### src/hdl/kbp_pkg.sv
// Shared types and constants for the keyed buffer pool with aging.
`default_nettype none

package kbp_pkg;

    localparam int KEY_W          = 38;
    localparam int HANDLE_W       = 4;
    localparam int HANDLE_SPACE   = 16;
    localparam int AGE_W          = 4;
    localparam int LIMIT_W        = 3;
    localparam int POOL_DEPTH_DEF = 16;
    localparam int S_TDATA_W      = 48;
    localparam int M_TDATA_W      = 24;
    localparam int TARGET_LSB     = KEY_W;

    // Age is stored offset by one: code 0 means age -1 (in use), code 15 means 14.
    localparam logic [AGE_W-1:0]   AGE_BUSY    = 4'd0;
    localparam logic [AGE_W-1:0]   AGE_TOP     = 4'd15;
    localparam logic [LIMIT_W-1:0] LIMIT_RESET = 3'd2;

    typedef enum logic [1:0] {
        OP_BORROW    = 2'd0,
        OP_RETURN    = 2'd1,
        OP_DEFER     = 2'd2,
        OP_END_FRAME = 2'd3
    } op_e;

    typedef enum logic [1:0] {
        USE_FREE  = 2'd0,
        USE_BUSY  = 2'd1,
        USE_DEFER = 2'd2
    } use_e;

    typedef enum logic [1:0] {
        STATUS_OK        = 2'd0,
        STATUS_FULL      = 2'd1,
        STATUS_NO_HANDLE = 2'd2
    } status_e;

    typedef enum logic [1:0] {
        ST_IDLE,
        ST_EXEC,
        ST_COMPACT,
        ST_DONE
    } state_e;

    typedef struct packed {
        logic                valid;
        logic [KEY_W-1:0]    key;
        use_e                usage;
        logic [AGE_W-1:0]    age;
        logic [HANDLE_W-1:0] handle;
    } slot_t;

    typedef struct packed {
        logic                exec;
        logic                shift;
        op_e                 op;
        logic [KEY_W-1:0]    key;
        logic [HANDLE_W-1:0] target;
        logic [AGE_W-1:0]    limit_p1;
    } cell_cmd_t;

    typedef struct packed {
        logic                    any_hit;
        logic [HANDLE_W-1:0]     hit_handle;
        logic                    full;
        logic [HANDLE_W-1:0]     new_handle;
        logic                    tgt_found;
        logic [HANDLE_SPACE-1:0] rm_mask;
        logic                    unsorted;
    } pool_sum_t;

endpackage

`default_nettype wire

### src/hdl/kbp_cell.sv
// One pool entry: key match, handle lookup, aging and left shift for compaction.
`default_nettype none

module kbp_cell (
    input  wire logic                        aclk,
    input  wire logic                        aresetn,
    input  wire kbp_pkg::cell_cmd_t          cmd,
    input  wire logic                        alloc_en,
    input  wire logic [kbp_pkg::HANDLE_W-1:0] new_handle,
    input  wire logic                        prev_valid,
    input  wire logic                        hit_in,
    input  wire logic                        hole_in,
    input  wire kbp_pkg::slot_t              right,
    output kbp_pkg::slot_t                   slot,
    output logic                             hit_out,
    output logic                             take,
    output logic                             tgt_hit,
    output logic                             expire,
    output logic                             hole_out,
    output logic                             unsorted
);

    kbp_pkg::slot_t           slot_reg;
    kbp_pkg::slot_t           slot_next;
    logic                     hit_match;
    logic [kbp_pkg::AGE_W-1:0] age_inc;

    assign slot = slot_reg;

    always_comb begin
        hit_match = slot_reg.valid && (slot_reg.usage == kbp_pkg::USE_FREE) &&
                    (slot_reg.key == cmd.key);
        take      = cmd.exec && (cmd.op == kbp_pkg::OP_BORROW) && hit_match && !hit_in;
        hit_out   = hit_in || hit_match;
        tgt_hit   = slot_reg.valid && (slot_reg.handle == cmd.target);
        if ((slot_reg.usage == kbp_pkg::USE_FREE) && (slot_reg.age != kbp_pkg::AGE_TOP)) begin
            age_inc = slot_reg.age + 4'd1;
        end else begin
            age_inc = slot_reg.age;
        end
        expire    = slot_reg.valid && (age_inc > cmd.limit_p1);
        hole_out  = hole_in || !slot_reg.valid;
        unsorted  = slot_reg.valid && hole_in;

        slot_next = slot_reg;
        if (cmd.shift && (hole_in || !slot_reg.valid)) begin
            // pull the right neighbor in over a hole
            slot_next = right;
        end else if (cmd.exec) begin
            case (cmd.op)
                kbp_pkg::OP_BORROW: begin
                    if (take) begin
                        slot_next.usage = kbp_pkg::USE_BUSY;
                        slot_next.age   = kbp_pkg::AGE_BUSY;
                    end else if (alloc_en && !slot_reg.valid && prev_valid) begin
                        slot_next.valid  = 1'b1;
                        slot_next.key    = cmd.key;
                        slot_next.usage  = kbp_pkg::USE_BUSY;
                        slot_next.age    = kbp_pkg::AGE_BUSY;
                        slot_next.handle = new_handle;
                    end
                end
                kbp_pkg::OP_RETURN: begin
                    if (tgt_hit) begin
                        slot_next.usage = kbp_pkg::USE_FREE;
                    end
                end
                kbp_pkg::OP_DEFER: begin
                    if (tgt_hit) begin
                        slot_next.usage = kbp_pkg::USE_DEFER;
                    end
                end
                kbp_pkg::OP_END_FRAME: begin
                    if (slot_reg.valid) begin
                        slot_next.age = age_inc;
                        if (slot_reg.usage == kbp_pkg::USE_DEFER) begin
                            slot_next.usage = kbp_pkg::USE_FREE;
                        end
                        // drop expired entries, leaving a hole for compaction
                        slot_next.valid = !expire;
                    end
                end
                default: begin
                    slot_next = slot_reg;
                end
            endcase
        end
    end

    always_ff @(posedge aclk) begin
        if (!aresetn) begin
            slot_reg.valid <= 1'b0;
        end else begin
            slot_reg <= slot_next;
        end
    end

endmodule

`default_nettype wire

### src/hdl/kbp_ctrl.sv
// Request capture, sequencing state machine, limit register and result register.
`default_nettype none

module kbp_ctrl (
    input  wire logic                              aclk,
    input  wire logic                              aresetn,
    input  wire logic                              s_tvalid,
    output logic                                   s_tready,
    input  wire logic [kbp_pkg::S_TDATA_W-1:0]     s_tdata,
    input  wire logic [1:0]                        s_tuser,
    output logic                                   m_tvalid,
    input  wire logic                              m_tready,
    output logic [kbp_pkg::M_TDATA_W-1:0]          m_tdata,
    input  wire logic                              cfg_we,
    input  wire logic [kbp_pkg::LIMIT_W-1:0]       cfg_wdata,
    input  wire kbp_pkg::pool_sum_t                sum,
    output kbp_pkg::cell_cmd_t                     cmd
);

    kbp_pkg::state_e                     state_reg, state_next;
    kbp_pkg::op_e                        op_reg;
    logic [kbp_pkg::KEY_W-1:0]           key_reg;
    logic [kbp_pkg::HANDLE_W-1:0]        tgt_reg;
    logic [kbp_pkg::LIMIT_W-1:0]         limit_reg;
    logic [kbp_pkg::HANDLE_W-1:0]        rh_reg, rh_next;
    logic                                created_reg, created_next;
    kbp_pkg::status_e                    status_reg, status_next;
    logic [kbp_pkg::HANDLE_SPACE-1:0]    mask_reg, mask_next;
    logic                                m_valid_reg, m_valid_next;
    logic [kbp_pkg::M_TDATA_W-1:0]       m_data_reg, m_data_next;
    logic                                accept;

    assign accept   = s_tvalid && s_tready;
    assign m_tvalid = m_valid_reg;
    assign m_tdata  = m_data_reg;

    always_comb begin
        state_next   = state_reg;
        s_tready     = 1'b0;
        rh_next      = rh_reg;
        created_next = created_reg;
        status_next  = status_reg;
        mask_next    = mask_reg;
        m_valid_next = m_valid_reg && !m_tready;
        m_data_next  = m_data_reg;

        cmd.exec     = 1'b0;
        cmd.shift    = 1'b0;
        cmd.op       = op_reg;
        cmd.key      = key_reg;
        cmd.target   = tgt_reg;
        cmd.limit_p1 = {1'b0, limit_reg} + 4'd1;

        case (state_reg)
            kbp_pkg::ST_IDLE: begin
                s_tready = 1'b1;
                if (s_tvalid) begin
                    state_next = kbp_pkg::ST_EXEC;
                end
            end
            kbp_pkg::ST_EXEC: begin
                cmd.exec     = 1'b1;
                rh_next      = '0;
                created_next = 1'b0;
                status_next  = kbp_pkg::STATUS_OK;
                mask_next    = '0;
                state_next   = kbp_pkg::ST_DONE;
                case (op_reg)
                    kbp_pkg::OP_BORROW: begin
                        if (sum.any_hit) begin
                            rh_next = sum.hit_handle;
                        end else if (sum.full) begin
                            status_next = kbp_pkg::STATUS_FULL;
                        end else begin
                            rh_next      = sum.new_handle;
                            created_next = 1'b1;
                        end
                    end
                    kbp_pkg::OP_RETURN, kbp_pkg::OP_DEFER: begin
                        if (!sum.tgt_found) begin
                            status_next = kbp_pkg::STATUS_NO_HANDLE;
                        end
                    end
                    kbp_pkg::OP_END_FRAME: begin
                        mask_next  = sum.rm_mask;
                        state_next = kbp_pkg::ST_COMPACT;
                    end
                    default: begin
                        state_next = kbp_pkg::ST_DONE;
                    end
                endcase
            end
            kbp_pkg::ST_COMPACT: begin
                // shift one step per cycle until the valid entries form a prefix
                cmd.shift = sum.unsorted;
                if (!sum.unsorted) begin
                    state_next = kbp_pkg::ST_DONE;
                end
            end
            kbp_pkg::ST_DONE: begin
                if (!m_valid_reg || m_tready) begin
                    m_valid_next = 1'b1;
                    m_data_next  = {1'b0, mask_reg, status_reg, created_reg, rh_reg};
                    state_next   = kbp_pkg::ST_IDLE;
                end
            end
            default: begin
                state_next = kbp_pkg::ST_IDLE;
            end
        endcase
    end

    always_ff @(posedge aclk) begin
        if (!aresetn) begin
            state_reg   <= kbp_pkg::ST_IDLE;
            m_valid_reg <= 1'b0;
            limit_reg   <= kbp_pkg::LIMIT_RESET;
        end else begin
            state_reg   <= state_next;
            m_valid_reg <= m_valid_next;
            if (cfg_we) begin
                limit_reg <= cfg_wdata;
            end
        end
    end

    always_ff @(posedge aclk) begin
        if (accept) begin
            op_reg  <= kbp_pkg::op_e'(s_tuser);
            key_reg <= s_tdata[kbp_pkg::KEY_W-1:0];
            tgt_reg <= s_tdata[kbp_pkg::TARGET_LSB +: kbp_pkg::HANDLE_W];
        end
        rh_reg      <= rh_next;
        created_reg <= created_next;
        status_reg  <= status_next;
        mask_reg    <= mask_next;
        m_data_reg  <= m_data_next;
    end

endmodule

`default_nettype wire

### src/hdl/keyed_buffer_pool_with_aging_unit.sv
// Top level: controller plus a chain of pool entry cells with their reductions.
// Sequencing: borrow, return and deferred return pass through the execute and done states
// before m_tvalid rises; end of frame also passes through the compaction state, which makes
// at most one shift per removed entry. A new request is taken only in the idle state, after
// the last result has been loaded; a stalled result holds the next one in the done state until it leaves.
// Reset (aresetn low, synchronous): pool empty, idle frame limit 2, no result pending.
`default_nettype none

module keyed_buffer_pool_with_aging_unit #(
    parameter int POOL_DEPTH = kbp_pkg::POOL_DEPTH_DEF
) (
    input  wire logic                          aclk,
    input  wire logic                          aresetn,
    input  wire logic                          s_tvalid,
    output logic                               s_tready,
    // req_width[13:0], req_height[27:14], req_color_count[32:28], req_flags[37:33],
    // target_handle[41:38], zero fill [47:42]
    input  wire logic [kbp_pkg::S_TDATA_W-1:0] s_tdata,
    // op[1:0]
    input  wire logic [1:0]                    s_tuser,
    output logic                               m_tvalid,
    input  wire logic                          m_tready,
    // result_handle[3:0], created[4], status[6:5], removed_mask[22:7], zero fill [23]
    output logic [kbp_pkg::M_TDATA_W-1:0]      m_tdata,
    input  wire logic                          cfg_we,
    input  wire logic [kbp_pkg::LIMIT_W-1:0]   cfg_wdata
);

    localparam int CAP = (POOL_DEPTH < kbp_pkg::HANDLE_SPACE) ? POOL_DEPTH
                                                             : kbp_pkg::HANDLE_SPACE;

    kbp_pkg::cell_cmd_t               cmd;
    kbp_pkg::pool_sum_t               sum;
    kbp_pkg::slot_t                   slots    [CAP];
    kbp_pkg::slot_t                   rights   [CAP];
    logic [CAP:0]                     hit_chain;
    logic [CAP:0]                     hole_chain;
    logic [CAP-1:0]                   prev_valid;
    logic [CAP-1:0]                   take;
    logic [CAP-1:0]                   tgt_hit;
    logic [CAP-1:0]                   expire;
    logic [CAP-1:0]                   unsorted;
    logic [kbp_pkg::HANDLE_SPACE-1:0] used_mask;
    logic                             alloc_en;

    assign hit_chain[0]  = 1'b0;
    assign hole_chain[0] = 1'b0;
    assign alloc_en      = !sum.any_hit && !sum.full;

    kbp_ctrl u_ctrl (
        .aclk      (aclk),
        .aresetn   (aresetn),
        .s_tvalid  (s_tvalid),
        .s_tready  (s_tready),
        .s_tdata   (s_tdata),
        .s_tuser   (s_tuser),
        .m_tvalid  (m_tvalid),
        .m_tready  (m_tready),
        .m_tdata   (m_tdata),
        .cfg_we    (cfg_we),
        .cfg_wdata (cfg_wdata),
        .sum       (sum),
        .cmd       (cmd)
    );

    for (genvar i = 0; i < CAP; i++) begin : g_cell
        if (i == 0) begin : g_first
            assign prev_valid[i] = 1'b1;
        end else begin : g_rest
            assign prev_valid[i] = slots[i-1].valid;
        end
        if (i == CAP - 1) begin : g_last
            assign rights[i] = '0;
        end else begin : g_inner
            assign rights[i] = slots[i+1];
        end

        kbp_cell u_cell (
            .aclk       (aclk),
            .aresetn    (aresetn),
            .cmd        (cmd),
            .alloc_en   (alloc_en),
            .new_handle (sum.new_handle),
            .prev_valid (prev_valid[i]),
            .hit_in     (hit_chain[i]),
            .hole_in    (hole_chain[i]),
            .right      (rights[i]),
            .slot       (slots[i]),
            .hit_out    (hit_chain[i+1]),
            .take       (take[i]),
            .tgt_hit    (tgt_hit[i]),
            .expire     (expire[i]),
            .hole_out   (hole_chain[i+1]),
            .unsorted   (unsorted[i])
        );
    end

    always_comb begin
        used_mask      = '0;
        sum.hit_handle = '0;
        sum.rm_mask    = '0;
        for (int i = 0; i < CAP; i++) begin
            if (slots[i].valid) begin
                used_mask = used_mask | (16'd1 << slots[i].handle);
            end
            if (take[i]) begin
                sum.hit_handle = sum.hit_handle | slots[i].handle;
            end
            if (expire[i]) begin
                sum.rm_mask = sum.rm_mask | (16'd1 << slots[i].handle);
            end
        end
        // lowest handle not in use
        sum.new_handle = '0;
        for (int h = kbp_pkg::HANDLE_SPACE - 1; h >= 0; h--) begin
            if (!used_mask[h]) begin
                sum.new_handle = kbp_pkg::HANDLE_W'(h);
            end
        end
        sum.any_hit   = hit_chain[CAP];
        sum.full      = slots[CAP-1].valid;
        sum.tgt_found = |tgt_hit;
        sum.unsorted  = |unsorted;
    end

endmodule

`default_nettype wire

### config.mk
export PLATFORM = sky130hd
export DESIGN_NAME = keyed_buffer_pool_with_aging_unit
export DESIGN_NICKNAME = d
export VERILOG_FILES = /design/src/hdl/kbp_pkg.sv /design/src/hdl/kbp_cell.sv /design/src/hdl/kbp_ctrl.sv /design/src/hdl/keyed_buffer_pool_with_aging_unit.sv
export SDC_FILE = /design/constraint.sdc
export NUM_CORES = 2
export LEC_CHECK = 0
export CAP_MARGIN = 20
export CORE_UTILIZATION = 35
export CTS_CLUSTER_SIZE = 12
export DETAILED_ROUTE_END_ITERATION = 6
export DONT_BUFFER_PORTS = 1
export PLACE_DENSITY = 0.57
export SETUP_SLACK_MARGIN = 0.2
export SKIP_LAST_GASP = 1
export SYNTH_ARGS = -nofsm -noshare
export SYNTH_HDL_FRONTEND = slang
export SYNTH_SLANG_ARGS = --single-unit
### constraint.sdc
create_clock -name aclk -period 6.7 [get_ports aclk]
set_clock_uncertainty 0.15 [all_clocks]
set_input_delay 1.005 -clock aclk [delete_from_list [all_inputs] [get_ports aclk]]
set_output_delay 1.005 -clock aclk [all_outputs]
set_load 0.02 [all_outputs]
# Word-level counts from Yosys, hierarchy flattened

Cells that the tools add are included.

Eq/ne operators: 201
$add $sub $neg: 17
Magnitude comparators: 16
Multiplexer cells: 352
Shift-type cells: 16
Reduce and logical (&&, ||, !) cells: 412
Bitwise operators: 47

Operators with widths:

| operator                                                                | number |
|---|---|
| 49-bit two-way mux                                                      | 46 |
| 39-bit two-way mux                                                      | 16 |
| 38-bit equality test                                                    | 16 |
| 38-bit two-way mux                                                      | 16 |
| 16-bit two-way mux                                                      | 32 |
| 16-bit bitwise OR                                                       | 30 |
| 4-bit two-way mux                                                       | 82 |
| 1-bit by 4-bit << shifter with 16-bit output, first input constant      | 16 |
| 3-bit by 1-bit inequality test with 1-bit output, second input constant | 78 |
| 6-bit two-way mux                                                       | 32 |
| 1-bit logical AND                                                       | 177 |
| 5-bit AND reduction                                                     | 32 |
| 2-bit case mux with 4 select lines                                      | 17 |
| 4-bit case mux with 2 select lines                                      | 16 |
| 7-bit AND reduction                                                     | 16 |
| 2-bit two-way mux                                                       | 53 |
| 2-bit nonzero test                                                      | 49 |
| 4-bit by 1-bit adder with 4-bit output, second input constant           | 16 |
| 4-bit equality test                                                     | 16 |
| 4-bit greater-than comparator                                           | 16 |
| 4-bit inequality test, second input constant                            | 16 |
| 4-bit AND reduction                                                     | 16 |
| 4-bit by 1-bit inequality test with 1-bit output, second input constant | 15 |
| 4-bit bitwise OR                                                        | 15 |
| other kinds (21)                                                        | 227 |

Bits in registers: 880
Output and inout port bits: 26
Input port bits: 58
Word-level logic and storage cells: 1152

# Longest topological paths before layout

Depth after elaboration: 53
Mapped depth: 16
Depth with buffers taken out: 16

# Cells and area by module

From an unflattened synthesis, not the netlist that was laid out.

Cells, all modules: 6094
Area total of the unflattened synthesis: 54765.0 um2

Modules (own cells, without submodules):

| module                            | area each (um2) | sequential area each (um2) | times used | cells each |
|---|---|---|---|---|
| kbp_cell                          | 2911.5          | 1461.4                     | 16         | 321 |
| keyed_buffer_pool_with_aging_unit | 4863.4          | 0.0                        | 1          | 793 |
| kbp_ctrl                          | 3316.9          | 2822.7                     | 1          | 165 |

# Least setup slack after synthesis

OpenSTA, ideal clock, no wires.

Path type: register to register
From: register u_ctrl.key_reg[11] (netlist bit)
To: register g_cell[0].u_cell.slot_reg, in the netlist g_cell[0].u_cell.slot[0] (enable)
Data required time: 6045 ps
Path slack: 588 ps
Period minus slack after synthesis: 6112 ps
Buffers on the path: 4
Library setup time: 505 ps
Arrival: 5457 ps
Stages on the path, launching flop included: 14
Cells stage by stage: edfxtp_1 > clkbuf_1 > buf_4 > buf_2 > xor2_1 > nor3_1 > nand4_1 > nor3_1 > nor4_1 > and4_1 > nand2b_1 > nand2b_1 > buf_2 > a211oi_1

Cells in the longest elaborated chain, start to end: 22
Elaborated cells on any way between the ends: 54
Classes of those cells: eq/ne: 17; reduce/logical: 37

RTL lines:

| element                                | RTL line                                | text |
|---|---|---|
| from (decl)                            | kbp_ctrl.sv:22                          | `logic [kbp_pkg::KEY_W-1:0] key_reg;` |
| from (signal assigned)                 | kbp_ctrl.sv:130                         | `key_reg <= s_tdata[kbp_pkg::KEY_W-1:0];` |
| 38-bit equality test                   | kbp_cell.sv:32                          | `(slot_reg.key == cmd.key);` |
| 1-bit logical AND                      | kbp_cell.sv:31                          | `hit_match = slot_reg.valid && (slot_reg.usage == kbp_pkg::USE_FREE) &&` |
| 1-bit logical OR (15 in a row)         | kbp_cell.sv:34                          | `hit_out = hit_in \|\| hit_match;` |
| 1-bit zero test                        | keyed_buffer_pool_with_aging_unit.sv:48 | `assign alloc_en = !sum.any_hit && !sum.full;` |
| 1-bit logical AND                      | keyed_buffer_pool_with_aging_unit.sv:48 |  |
| 1-bit logical AND                      | kbp_cell.sv:55                          | `end else if (alloc_en && !slot_reg.valid && prev_valid) begin` |
| 2-bit nonzero test (no source line)    | n/a                                     |  |
| 5-bit AND reduction (no source line) * | n/a                                     |  |
| to (signal assigned)                   | kbp_cell.sv:94                          | `slot_reg <= slot_next;` |
| to (decl)                              | kbp_cell.sv:23                          | `kbp_pkg::slot_t slot_reg;` |

Mark *: on every way between the ends. The rest lies on a longest branch, timed or not.
A chain may end at the register's enable or synchronous reset.

# Worst setup path after layout

From: register u_ctrl.key_reg[16] (netlist bit)
To: register g_cell[8].u_cell.slot_reg, in the netlist g_cell[8].u_cell.slot[29] (enable)

Cells in the longest elaborated chain, start to end: 23
Elaborated cells on any way between the ends: 57
Classes of those cells: eq/ne: 17; reduce/logical: 40

RTL lines:

| element                                | RTL line |
|---|---|
| 38-bit equality test                   | kbp_cell.sv:32 |
| 1-bit logical AND                      | kbp_cell.sv:31 |
| 1-bit logical OR (15 in a row)         | kbp_cell.sv:34 |
| 1-bit zero test                        | keyed_buffer_pool_with_aging_unit.sv:48 |
| 1-bit logical AND                      | keyed_buffer_pool_with_aging_unit.sv:48 |
| 1-bit logical AND (2 in a row)         | kbp_cell.sv:55 |
| 2-bit nonzero test (no source line)    | n/a |
| 5-bit AND reduction (no source line) * | n/a |
| to (signal assigned)                   | kbp_cell.sv:94 |
| to (decl)                              | kbp_cell.sv:23 |

Marks and branches as above.

==> flow_summary.json <==
{
  "whs_ps": 203,
  "cts.root.buffer_cell": "clkbuf_16",
  "dieHeight_um": 398,
  "tightest_slew_ps": 1270,
  "cts_tree": "yes",
  "tns_ps": 0,
  "synthXorXnorAreaFrac_pct": 11.3,
  "synth_cell_types": 81,
  "final-seq-area_mm2": 0.0262,
  "instances_no_fill": 7756,
  "hold_end": "u_ctrl.key_reg[9]$_DFFE_PP_",
  "synth-compound-area-share_pct": 8.09,
  "synth_area_mm2": 0.0550,
  "grt_busiest_layer": "met2",
  "yosys-top-cells-count": "nand2_1 (1467), edfxtp_1 (858), xnor2_1 (400)",
  "remaining_drc_errors": 0,
  "start_util_pct": 35.2,
  "slew_violations": 0,
  "synthAdderAreaFrac_pct": 2.05,
  "vias": 46200,
  "htreeDepth": 3,
  "cts_hold_buf": 0,
  "crit_slowest_cell": "edfxtp_1",
  "cts_buffers": 101,
  "ys.flop_type": "edfxtp_1",
  "synth.area.top_cells": "edfxtp_1 (47%), nand2_1 (10%), xnor2_1 (6.4%)",
  "met1_usage_pct": 35.2,
  "first_global_vias": 44600,
  "n_fill_cell": 15300,
  "synth_largest_area_cell": "edfxtp_1",
  "synth-edff-count": 858,
  "die_w_um": 398,
  "rsz0062_at_grt": "false",
  "r2r.worst_path.cells": 14,
  "reg2reg_slack_ps": 1040,
  "io_buffers": 0,
  "drt-vias-per-instance": 5.96,
  "clock.fmax_mhz": 177,
  "p_leak_nw": 21.5,
  "gp_congestion": 1.01,
  "endpoint_kind": "flop",
  "path_clk_slew_ps": 60,
  "synth_top_family_by_area": "simple AND/OR/NAND/NOR gates",
  "drt_iter0_drc": 5129,
  "dpl.cell_count": 7551,
  "clock_sinks": 880,
  "routedWlPerCell_um": 30.5,
  "post-cts-setup-buffers": 0,
  "ys_ff_latch": 880,
  "async_flop_share_pct": 0,
  "muxShareOfSynthArea_pct": 4.72,
  "cts_resized": 0,
  "antenna_found_initial": 19,
  "ant_nets": 0,
  "required_ps": 6940,
  "totalWireLength_mm": 237,
  "grt_pass1_wl_mm": 331,
  "multiInputGateArea_mm2": 0.0270,
  "hold_class": "in2reg",
  "powerDensity_mw_per_mm2": 406,
  "drive_gt1_share_pct": 11.9,
  "cp-start-kind": "flop",
  "io_pins": 84,
  "core_mm2": 0.156,
  "hold_viol_final": 0,
  "grt_overflow": 0,
  "setup_ws_ps": 1040,
  "finalSetupViolations": 0,
  "cpMostUsedCell": "buf_4",
  "drtPass1Iterations": 7,
  "grt_max_degree": 63,
  "worstPathMaxFanout": 28,
  "fin_crit_ps": 5660,
  "synthMostInstantiatedCell": "nand2_1",
  "status": "finished clean",
  "crit_type": "reg2reg",
  "nets": 5750,
  "synth_warnings": 0,
  "largest_reg_flops": 784,
  "grt.total_usage_pct": 29.1,
  "clock_latency_ps": 740,
  "period_share_pct": 84.5,
  "synth_nets": 5869,
  "regToRegStartpoint": "u_ctrl.key_reg[16]$_DFFE_PP_",
  "met3_usage_pct": 5.36,
  "max_slew_margin_pct": 13.3,
  "row_count": 145,
  "ctsLongestPathBuffers": 3,
  "synth_cells": 5721,
  "dp_hpwl_mm": 174,
  "timing.rr.end": "g_cell[8].u_cell.slot[29]$_DFFE_PP_",
  "maxCapViolations": 0,
  "worstPathCellList": "buf_4, xnor2_1, nand4_1, nor4_1, and4_1, nor4_1, buf_4, and4_1, nand2b_1, nand2b_1, buf_4, or3b_2, a21oi_4, buf_4",
  "min_path_cells": 0,
  "max_stage_delay_ps": 1030,
  "syn_to_final_growth_pct": 11.6,
  "dieArea_mm2": 0.159,
  "yosysSeqAreaShare_pct": 47.7,
  "met2_usage_pct": 48.7,
  "synth_top_cell_area_share_pct": 46.9,
  "arrival_ps": 5900,
  "min_from": "s_tdata[9]",
  "final_core_util_pct": 39.3,
  "synth-simple-area-share_pct": 22.5,
  "syn_avg_cell_area_um2": 9.61,
  "dp_slack_ps": 1070,
  "ir_drop_mv": 0.283
}
[worst max-delay path by stage]
stage	from	end	slack [ps]
floorplan	u_ctrl.key_reg[11]$_DFFE_PP_	g_cell[0].u_cell.slot[0]$_DFFE_PP_	590
global placement	u_ctrl.key_reg[32]$_DFFE_PP_	g_cell[8].u_cell.slot[22]$_DFFE_PP_	1100
detailed placement	u_ctrl.key_reg[32]$_DFFE_PP_	g_cell[8].u_cell.slot[38]$_DFFE_PP_	1070
CTS	u_ctrl.key_reg[32]$_DFFE_PP_	g_cell[8].u_cell.slot[29]$_DFFE_PP_	1060
global route	u_ctrl.key_reg[32]$_DFFE_PP_	g_cell[8].u_cell.slot[29]$_DFFE_PP_	900
finish	u_ctrl.key_reg[16]$_DFFE_PP_	g_cell[8].u_cell.slot[29]$_DFFE_PP_	1040
[per-stage QoR]
stage                     power [mW]  area, µm²
final                           24.9      61400
after global placement          18.9      57800
after CTS                       24.8      61200
after global routing            26.0      61300
after detailed placement        19.0      57800
after floorplan                 15.3      55000
[area by class of cell]
type	instances	area share [%]
Clock inverter	65	1.20
Clock buffer	125	4.33
Timing Repair Buffer	208	3.17
Antenna cell	9	0.0367
Sequential cell	880	42.7
Inverter	62	0.379
Tap cell	2058	4.20
Multi-Input combinational cell	4349	44.0
[layout by cell type (no fill, tap or decap), types with 19 or more instances in the layout]
| cell | n |
|---|---|
| buf_12 | 31 |
| o21ai_0 | 110 |
| a22oi_1 | 25 |
| dfxtp_1 | 22 |
| nor2_1 | 221 |
| mux2_2 | 224 |
| and2_1 | 49 |
| xnor2_1 | 399 |
| nand3b_1 | 52 |
| nor2b_1 | 41 |
| o32ai_1 | 23 |
| or2_2 | 20 |
| o31ai_1 | 24 |
| o22ai_1 | 150 |
| a21oi_1 | 88 |
| buf_4 | 175 |
| nand4_1 | 164 |
| inv_1 | 61 |
| a311oi_1 | 19 |
| nand2_1 | 1463 |
| a31oi_1 | 23 |
| clkinv_2 | 20 |
| nor3_1 | 97 |
| clkinv_1 | 21 |
| ha_1 | 88 |
| nor4_1 | 192 |
| or3_1 | 20 |
| xor2_1 | 307 |
| or3b_2 | 19 |
| a21o_1 | 43 |
| clkbuf_1 | 21 |
| nand2b_1 | 66 |
| nand3_1 | 155 |
| edfxtp_1 | 858 |
| clkbuf_16 | 102 |
[critical path: cells and delay by family, from the launching register on]
family | cells | cell delay [ps]
compound gates | 1 | 640
xor+xnor | 1 | 140
buf+inv | 4 | 1230
flops | 1 | 1030
simple gates | 8 | 2080
[logic make-up after synthesis]
family / Yosys count
buffers and inverters: 492
adder cells (fa/ha/maj): 90
XOR/XNOR: 707
flip-flops: 880
AND/OR/NAND/NOR: 2659
multiplexers: 231
other: 1
AO/OA/AOI/OAI: 661
[layer usage]
| metal | share of wire, % | up-vias |
|---|---|---|
| met5 | 0.019 | - |
| met4 | 6.4 | 6 |
| met3 | 8.2 | 717 |
| met2 | 48 | 2568 |
| met1 | 38 | 22700 |
| li1 | - | 20300 |
[power by group]
| group | internal (mW) | switching, mW | leakage (nW) |
|---|---|---|---|
| clock network | 3.33 | 2.44 | 1.66 |
| logic | 3.29 | 6.79 | 11.8 |
| registers | 7.96 | 1.12 | 8.02 |
(Power assumes the default switching activity.)
